File: src/sv/ild_pkg.sv
// Shared types, constants and helpers for the instruction length decoder.
`timescale 1ns / 1ps
package ild_pkg;

    localparam int WINDOW_BYTES = 15;
    localparam int LIMIT_BYTES = (WINDOW_BYTES < 15) ? WINDOW_BYTES : 15;
    localparam int WIN_BITS = 120;
    localparam int SCAN_STAGES = 4;
    localparam int HOPS_PER_STAGE = 4;

    localparam logic [4:0] LIMIT_POS = 5'(LIMIT_BYTES);

    localparam logic [7:0] BYTE_ESC = 8'h0f;
    localparam logic [7:0] BYTE_ESC_38 = 8'h38;
    localparam logic [7:0] BYTE_ESC_3A = 8'h3a;
    localparam logic [7:0] BYTE_VEX3 = 8'hc4;
    localparam logic [7:0] BYTE_XOP = 8'h8f;
    localparam logic [7:0] BYTE_VEX2 = 8'hc5;
    localparam logic [7:0] XOP_SEL_MASK = 8'h18;
    localparam logic [7:0] RIP_MASK = 8'hc7;
    localparam logic [3:0] REX_HI = 4'h4;
    localparam logic [7:0] BYTE_NOP = 8'h90;
    localparam logic [7:0] BYTE_NOPL = 8'h1f;

    localparam logic [1:0] ERR_NONE = 2'd0;
    localparam logic [1:0] ERR_OVERRUN = 2'd1;
    localparam logic [1:0] ERR_MAP = 2'd2;

    localparam logic [2:0] CLS_OTHER = 3'd0;
    localparam logic [2:0] CLS_NOP = 3'd1;
    localparam logic [2:0] CLS_JCC = 3'd2;
    localparam logic [2:0] CLS_JMP = 3'd3;
    localparam logic [2:0] CLS_CALL = 3'd4;
    localparam logic [2:0] CLS_LEA = 3'd5;

    typedef struct packed {
        logic [WIN_BITS-1:0] window;
        logic [4:0]  pos;
        logic [10:0] pfx;
        logic [7:0]  rv;
        logic [3:0]  vvvv;
        logic [4:0]  map;
        logic        vx;
        logic        ovf;
        logic        done;
    } scan_t;

    typedef struct packed {
        logic [WIN_BITS-1:0] window;
        logic [4:0]  pos;
        logic [7:0]  op;
        logic [4:0]  map;
        logic [10:0] pfx;
        logic [7:0]  rv;
        logic [3:0]  vvvv;
        logic        ovf;
        logic [1:0]  err;
    } opc_t;

    typedef struct packed {
        logic [4:0]  pos;
        logic [7:0]  op;
        logic [4:0]  map;
        logic [10:0] pfx;
        logic [7:0]  rv;
        logic [3:0]  vvvv;
        logic        ovf;
        logic [1:0]  err;
        logic [3:0]  disp;
        logic [3:0]  imm;
        logic        pic;
        logic [1:0]  form;
        logic [7:0]  modrm;
    } opnd_t;

    typedef struct packed {
        logic [3:0]  insn_length;
        logic [7:0]  opcode_byte;
        logic [4:0]  opcode_map;
        logic [10:0] prefix_mask;
        logic [7:0]  rex_vex_mask;
        logic [3:0]  extra_register;
        logic [1:0]  modrm_form;
        logic [3:0]  disp_bytes;
        logic [3:0]  imm_bytes;
        logic        rip_relative;
        logic [2:0]  insn_class;
        logic [1:0]  error_code;
    } result_t;

    // byte at a position; positions past the window read as zero
    function automatic logic [7:0] win_byte(input logic [WIN_BITS-1:0] w,
                                            input logic [4:0] p);
        logic [7:0] b;
        b = 8'h00;
        if (p < LIMIT_POS)
        begin
            b = w[{p[3:0], 3'b000} +: 8];
        end
        return b;
    endfunction

    // one step of the REX / VEX / XOP scan
    function automatic scan_t scan_hop(input scan_t s);
        scan_t n;
        logic [7:0] b;
        logic [7:0] b1;
        logic [7:0] b2;
        logic [7:0] last;
        logic [4:0] p1;
        logic [4:0] p2;
        logic vex;
        n = s;
        last = 8'h00;
        vex = 1'b0;
        p1 = s.pos + 5'd1;
        p2 = s.pos + 5'd2;
        b = win_byte(s.window, s.pos);
        b1 = win_byte(s.window, p1);
        b2 = win_byte(s.window, p2);
        if (!s.done && !s.ovf)
        begin
            if (s.pos >= LIMIT_POS)
            begin
                n.ovf = 1'b1;
                n.done = 1'b1;
            end
            else if (b[7:4] == REX_HI)
            begin
                n.rv = {s.rv[7], b[0], b[1], b[2], b[3], s.rv[2:1], 1'b1};
                n.pos = p1;
            end
            else if (b == BYTE_XOP && p1 >= LIMIT_POS)
            begin
                n.ovf = 1'b1;
                n.done = 1'b1;
            end
            else if (b == BYTE_VEX3 || (b == BYTE_XOP && (b1 & XOP_SEL_MASK) != 8'h00))
            begin
                vex = 1'b1;
                n.ovf = (p2 >= LIMIT_POS);
                n.rv[6:3] = {~b1[5], ~b1[6], ~b1[7], b2[7]};
                if (b == BYTE_VEX3)
                begin
                    n.rv[1] = 1'b1;
                end
                else
                begin
                    n.rv[2] = 1'b1;
                end
                n.map = b1[4:0];
                last = b2;
                n.pos = s.pos + 5'd3;
            end
            else if (b == BYTE_VEX2)
            begin
                vex = 1'b1;
                n.ovf = (p1 >= LIMIT_POS);
                n.rv[1] = 1'b1;
                n.rv[4] = ~b1[7];
                n.map = 5'd1;
                last = b1;
                n.pos = p2;
            end
            else
            begin
                n.done = 1'b1;
            end
            if (vex)
            begin
                n.vx = 1'b1;
                n.vvvv = ~last[6:3];
                n.rv[7] = last[2];
                case (last[1:0])
                    2'd1: n.pfx[9] = 1'b1;
                    2'd2: n.pfx[2] = 1'b1;
                    2'd3: n.pfx[1] = 1'b1;
                    default: n.pfx = n.pfx;
                endcase
                if (n.ovf)
                begin
                    n.done = 1'b1;
                end
            end
        end
        return n;
    endfunction

endpackage

File: src/sv/ild_opcode.sv
// Escape bytes, opcode fetch and map check.
`timescale 1ns / 1ps
module ild_opcode
    import ild_pkg::*;
(
    input  logic  clk,
    input  logic  rst_n,
    input  logic  in_valid,
    output logic  in_ready,
    input  scan_t in_data,
    output logic  out_valid,
    input  logic  out_ready,
    output opc_t  out_data
);

    logic valid_reg;
    opc_t data_reg;
    opc_t data_next;

    always_comb
    begin
        logic [4:0] p;
        logic [4:0] map;
        logic ov;
        logic [7:0] e;
        p = in_data.pos;
        map = in_data.map;
        ov = (p >= LIMIT_POS);
        e = win_byte(in_data.window, p + 5'd1);
        if (!in_data.vx && win_byte(in_data.window, p) == BYTE_ESC)
        begin
            ov = ov || ((p + 5'd1) >= LIMIT_POS);
            map = 5'd1;
            if (e == BYTE_ESC_38)
            begin
                map = 5'd2;
                p = p + 5'd2;
            end
            else if (e == BYTE_ESC_3A)
            begin
                map = 5'd3;
                p = p + 5'd2;
            end
            else
            begin
                p = p + 5'd1;
            end
        end
        ov = ov || (p >= LIMIT_POS);
        data_next.window = in_data.window;
        data_next.op = win_byte(in_data.window, p);
        data_next.pos = p + 5'd1;
        data_next.map = map;
        data_next.pfx = in_data.pfx;
        data_next.rv = in_data.rv;
        data_next.vvvv = in_data.vvvv;
        data_next.ovf = in_data.ovf || ov;
        if (in_data.ovf)
        begin
            data_next.err = ERR_OVERRUN;
        end
        else if (in_data.vx && (in_data.map == 5'd0 || in_data.map > 5'd3))
        begin
            data_next.err = ERR_MAP;
        end
        else
        begin
            data_next.err = ERR_NONE;
        end
    end

    assign in_ready = !valid_reg || out_ready;
    assign out_valid = valid_reg;
    assign out_data = data_reg;

    always_ff @(posedge clk or negedge rst_n)
    begin
        if (!rst_n)
        begin
            valid_reg <= 1'b0;
        end
        else if (in_ready)
        begin
            valid_reg <= in_valid;
        end
    end

    always_ff @(posedge clk)
    begin
        if (in_ready && in_valid)
        begin
            data_reg <= data_next;
        end
    end

endmodule

File: config.mk
export PLATFORM = sky130hd
export DESIGN_NAME = ild_opcode
export DESIGN_NICKNAME = d
export VERILOG_FILES = /design/src/sv/ild_pkg.sv /design/src/sv/ild_opcode.sv
export SDC_FILE = /design/constraint.sdc
export NUM_CORES = 1
export LEC_CHECK = 0
export BUFFER_PORTS_ARGS = -buffer_cell sky130_fd_sc_hd__buf_2
export CAP_MARGIN = 30
export CORE_UTILIZATION = 44
export DETAILED_ROUTE_END_ITERATION = 8
export PLACE_DENSITY = 0.77
export SYNTH_ARGS = -nofsm -noshare
export SYNTH_HDL_FRONTEND = slang
export SYNTH_SLANG_ARGS = --single-unit
File: constraint.sdc
create_clock -name clk -period 4.62 [get_ports clk]
set_input_delay 0.462 -clock clk [delete_from_list [all_inputs] [get_ports clk]]
set_output_delay 0.462 -clock clk [all_outputs]
set_load 0.03 [all_outputs]
==> impl_metrics.json, run 1 <==
{
  "status": "finished clean",
  "max_freq_mhz": 256.2,
  "ant_nets": 0,
  "finalNetCount": 1094,
  "dr.pass1.iters": 5,
  "relSlewSlack_pct": 59.16,
  "grt_pass1_vias": 6304,
  "drive_gt1_share_pct": 43.15,
  "tightestPinTransition_ps": 608.3,
  "synth_edf_count": 164,
  "finClkSkew_ps": 6.922,
  "drc": 0,
  "grt_pass1_wl_um": 35600,
  "synth_cell_type_count": 75,
  "layout_commonest_cell": "buf_2",
  "coreArea_um2": 17420,
  "synthCells": 580,
  "dp_cells": 1132,
  "start_util_pct": 45.36,
  "cts_buffers": 17,
  "antenna_found_initial": 3,
  "cts_buffer_depth": 2,
  "rsz0062_at_grt": "no",
  "hold_violations": 0,
  "clkTransAtPathRegs_ps": 70,
  "synthArstFlopShare_pct": 0.6061,
  "overflow": 0,
  "cts-resized-gates": 0,
  "die_h_um": 136.0,
  "path_max_fanout": 27,
  "drt-vias-per-instance": 5.616,
  "endpoint_kind": "flop",
  "drtIter0Drc": 611,
  "cellLeakagePower_nw": 4.345,
  "syn_nets": 746,
  "dieArea_um2": 18490,
  "hold_class": "in -> reg",
  "p_sw_mw": 1.107,
  "finalWorstPathRequiredPeriod_ps": 3903,
  "cts_htree_levels": 4,
  "fin_util_pct": 60.60,
  "cts_tree": "built",
  "fin_crit_sh_pct": 84.49,
  "area_growth_pct": 33.61,
  "grt_start_max_net_pins": 77,
  "clkPwrFrac_pct": 36.3,
  "route.met2.wl_um": 11690,
  "worstSkewPairLatency_ps": 420,
  "irDropWorstVdd_uv": 261.0,
  "gp_congestion": 1.019,
  "synth_area_um2": 7900,
  "vias": 6559,
  "cellInternalPower_mw": 2.797,
  "ys_warn_count": 0,
  "fp-row-count": 48,
  "ys.flop_type": "edfxtp_1",
  "wl_per_cell_um": 20.61,
  "port-buffer-count": 324,
  "die_x_um": 136.0,
  "p_per_area_nw_per_um2": 369.8,
  "cts_root_buffer": "clkbuf_16",
  "ys_seq_area_share_pct": 62.65,
  "wl_met1_um": 9685,
  "wl_met3_um": 2175,
  "hpwl_um": 18720,
  "final_cell_mix": "324 x buf_2, 164 x edfxtp_1, 45 x mux2i_1",
  "ys_ff_latch": 165,
  "postCtsHoldBufs": 1,
  "combPwrFrac_pct": 18.5,
  "avgSynthCellArea_um2": 13.62,
  "cts_sinks": 165,
  "postCtsSetupBuffers": 0,
  "worstPathArrival_ps": 4040,
  "power_frac_seq_pct": 45.3,
  "fin_tns_setup_ps": 0,
  "setup_violations": 0,
  "grt_usage_pct": 26.28,
  "layout.cells.non_filler": 1168,
  "switching_share_pct": 28.35,
  "report.final.slew_viol_count": 0,
  "ios": 326,
  "startpoint_type": "primary input",
  "critPathRequiredTime_ps": 4760,
  "wl_um": 24080,
  "highest_layer": "met5",
  "cap_violations": 0,
  "crit_type": "in -> reg"
}
-- metrics by stage --
step | instance area [um^2] | hold WS (ps) | power (mW) | setup WS, ps
3_3_place_gp | 9916 | 236.2 | 2.501 | 366.2
6_report | 10560 | 211.0 | 3.904 | 716.5
3_5_place_dp | 9916 | 237.5 | 2.510 | 347.4
4_1_cts | 10520 | 189.3 | 3.930 | 789.0
5_1_grt | 10550 | 191.0 | 4.036 | 444.1
2_1_floorplan | 7901 | 166.4 | 2.221 | 588.5
-- worst paths after layout --
check	start	end	slack, ps	depth (start not counted)
max in group asynchronous	rst_n	out_valid	4190	2
worst max-delay path	in_data[31]	out_data[36]	720	14
worst min-delay path	in_data[9]	out_data[4]	210	1
worst min register to register	out_valid	out_valid	530	2
worst max register to register	out_valid	out_data[118]	2740	4
min in group asynchronous	rst_n	out_valid	340	2
-- cells in the mapped netlist (9+ instances only) --
cell type / n / area [um^2]
nor2b_1: 11 / 68.82
o2bb2ai_1: 9 / 78.83
o21ai_0: 15 / 75.07
a21oi_1: 24 / 120.1
nand4_1: 15 / 93.84
nor2_1: 32 / 120.1
nand2b_1: 9 / 56.30
nand2_1: 31 / 116.4
nor4_1: 14 / 87.58
buf_2: 9 / 45.04
inv_1: 16 / 60.06
nand3_1: 13 / 65.06
mux2i_1: 45 / 450.4
edfxtp_1: 164 / 4925
nor3_1: 11 / 55.05
-- area by class of cell --
cell class / count / area, um^2
Tap cell: 225 / 281.5
Antenna cell: 2 / 5.005
Clock inverter: 15 / 171.4
Multi-Input combinational cell: 370 / 2720
Fill cell: 1443 / 6862
Clock buffer: 17 / 425.4
Sequential cell: 165 / 4950
Inverter: 18 / 67.56
Timing Repair Buffer: 356 / 1934
-- state kept, by name (all words and copies together), names as in the netlist --
name	flops
out_data	164
out_valid	1
-- power groups by stage --
stage                     clock network (mW)  logic (mW)  registers (mW)
after floorplan                            0       0.242            1.98
after global routing                    1.50       0.764            1.77
after CTS                               1.45       0.713            1.77
final                                   1.42       0.721            1.77
after global placement                     0       0.704            1.80
after detailed placement                   0       0.710            1.80
-- per-layer routing --
metal	up-vias	global-route usage, %
met2	359	43.62
li1	3042	-
met5	-	0
met1	3111	33.69
met4	2	8.519
met3	45	6.488
-- cells by family after synthesis --
logic type	synth area share, %
AO/OA/AOI/OAI	11.53
XOR/XNOR	0.9662
adder cells (fa/ha/maj)	0.9502
buffers and inverters	2.946
flip-flops	62.65
multiplexers	8.267
AND/OR/NAND/NOR	12.69
-- worst max-delay path: stages --
cell	delay, ps
buf_2	120
clkinv_1	110
ha_1	390
nor2b_1	310
nand3_1	150
o311ai_0	360
a21oi_1	170
a211oi_1	380
nand4b_1	240
o211ai_4	240
buf_12	250
mux2_2	360
a21oi_1	300
o221ai_1	190
(Power assumes the default switching activity.)
==> inputs of run 2 (changes only) <==
--- a/config.mk
+++ b/config.mk
@@ -7,9 +7,9 @@
 export LEC_CHECK = 0
 export BUFFER_PORTS_ARGS = -buffer_cell sky130_fd_sc_hd__buf_2
 export CAP_MARGIN = 30
-export CORE_UTILIZATION = 44
+export CORE_UTILIZATION = 49
 export DETAILED_ROUTE_END_ITERATION = 8
-export PLACE_DENSITY = 0.77
+export PLACE_DENSITY = 0.81
 export SYNTH_ARGS = -nofsm -noshare
 export SYNTH_HDL_FRONTEND = slang
 export SYNTH_SLANG_ARGS = --single-unit
==> constraint.sdc (replaced) <==
create_clock -name clk -period 3.7 [get_ports clk]
set_input_delay 0.37 -clock clk [delete_from_list [all_inputs] [get_ports clk]]
set_output_delay 0.37 -clock clk [all_outputs]
set_load 0.03 [all_outputs]
==> run 2 against run 1 <==
Effect of this change:
- via count up 6.2%
- hold slack got worse by 110 ps
- sequential share of layout area shrank 2.6 points
- global-route usage is 3.7 points higher
- largest power group unchanged
==> impl_metrics.json, run 2 (same netlist as run 1, synthesis figures left out) <==
{
  "die_h_um": 129.0,
  "finalPower_mw": 5.073,
  "reg2regPathDepth": 3,
  "finClkSkew_ps": 2.884,
  "drtIter0Drc": 774,
  "ant_nets": 0,
  "fin_tns_setup_ps": 0,
  "worstHoldEndpoint": "out_data[9]",
  "worst_r2r_startpoint": "out_valid",
  "finalInstanceArea_um2": 11180,
  "insertedDiodeCount": 0,
  "cts_tree": "built",
  "report.final.slew_viol_count": 0,
  "ios": 326,
  "dr.pass1.iters": 5,
  "max_freq_mhz": 278.6,
  "hold_ws_ps": 103.8,
  "setup_violations": 0,
  "p_per_area_nw_per_um2": 453.9,
  "fillers": 1123,
  "r2r-end": "out_data[23]",
  "path_max_fanout": 15,
  "final_cell_mix": "324 x buf_2, 164 x edfxtp_1, 99 x buf_4",
  "multi_input_area_um2": 2760,
  "cts_htree_levels": 4,
  "overflow": 0,
  "grt_start_max_net_pins": 90,
  "drive_gt1_share_pct": 47.88,
  "hold_violations": 0,
  "cts_buffer_depth": 2,
  "clkTransAtPathRegs_ps": 70,
  "pre_cts_slack_ps": -360.6,
  "wl_per_cell_um": 20.21,
  "die_x_um": 129.0,
  "cts_sinks": 165,
  "crit_type": "in -> reg",
  "startpoint_type": "primary input",
  "drt-vias-per-instance": 5.656,
  "regArea_um2": 4950,
  "grt_usage_pct": 29.98,
  "fin_crit_sh_pct": 97.03,
  "rrSetupSlack_ps": 1810,
  "status": "finished clean",
  "wl_um": 24880,
  "vias": 6963,
  "grt_pass1_vias": 6581,
  "hold_class": "in -> reg",
  "area_growth_pct": 41.49,
  "tightestPinTransition_ps": 677.1,
  "cap_violations": 0,
  "hpwl_um": 18940,
  "start_util_pct": 49.91,
  "relSlewSlack_pct": 54.86,
  "cts_buffers": 17,
  "critPathRequiredTime_ps": 3870,
  "hold-path-cell-count": 1,
  "cts_root_buffer": "clkbuf_16",
  "drc": 0,
  "cellLeakagePower_nw": 4.737,
  "coreArea_um2": 15830,
  "worstSkewPairLatency_ps": 430,
  "layout_commonest_cell": "buf_2",
  "finalWorstPathRequiredPeriod_ps": 3590,
  "finalNetCount": 1168,
  "irDropWorstVdd_uv": 291.5,
  "placed_area_um2": 10490,
  "worstPathArrival_ps": 3760,
  "grt_pass1_wl_um": 36340,
  "dieArea_um2": 16630,
  "fp-row-count": 46,
  "largest_reg_flops": 164,
  "antenna_found_initial": 0,
  "min_from": "in_data[14]",
  "port-buffer-count": 324,
  "setup_ws_ps": 110.1,
  "gp_congestion": 1.039,
  "endpoint_kind": "flop"
}
## run 2: repair_timing
item / 4_1_cts / 5_1_grt
resized for setup: 0 / 5
buffers inserted: 0 / 1
hold buffers: 1 / 0
endpoints found under the hold margin: 1 / 0
setup endpoints to repair: 0 / 9
## run 2: power by group
group,total (mW),switching [mW],internal [mW]
Sequential,2.21,0.0227,2.19
Clock,1.87,0.787,1.08
Combinational,0.995,0.630,0.365
## run 2: critical path, cell delays in order
cell	delay, ps
buf_2	140
buf_4	150
or4b_1	500
or4_1	500
o211ai_1	170
o211ai_1	180
a21boi_4	270
o21ai_4	120
o211ai_4	320
buf_12	210
mux2_2	350
a21oi_2	200
buf_4	140
o221ai_1	120
## run 2: metrics by stage
step           cells  utilization, %
2_1_floorplan    580               -
3_3_place_gp    1196           66.27
3_5_place_dp    1196           66.27
4_1_cts         1229           70.28
5_1_grt         1231           70.62
6_report        1231           70.62
## run 2: cell type report
cell class | instances | area share (%)
flip-flops and latches | 165 | 44.28
multi-input cells | 370 | 24.69
repair buffers | 430 | 22.36
clock buffers | 17 | 3.806
well taps | 216 | 2.418
clock inverters | 15 | 1.791
inverters | 18 | 0.6492
## run 2: how the worst max path moves through the flow
stage | start | end | cells past startpoint
after CTS | in_data[31] | out_data[36] | 14
after global placement | in_data[31] | out_data[36] | 15
after detailed placement | in_data[31] | out_data[36] | 14
final | in_data[31] | out_data[36] | 14
after global routing | in_data[31] | out_data[38] | 15
after floorplan | in_data[31] | out_data[2] | 19
## run 2: metal layers
metal / GRT usage (%) / wire length (um) / up-vias
met4: 12.80 / 692 / 0
met3: 8.108 / 2159 / 57
met2: 48.30 / 11890 / 392
met5: 0 / 0 / -
li1: - / - / 3197
met1: 38.25 / 10140 / 3317
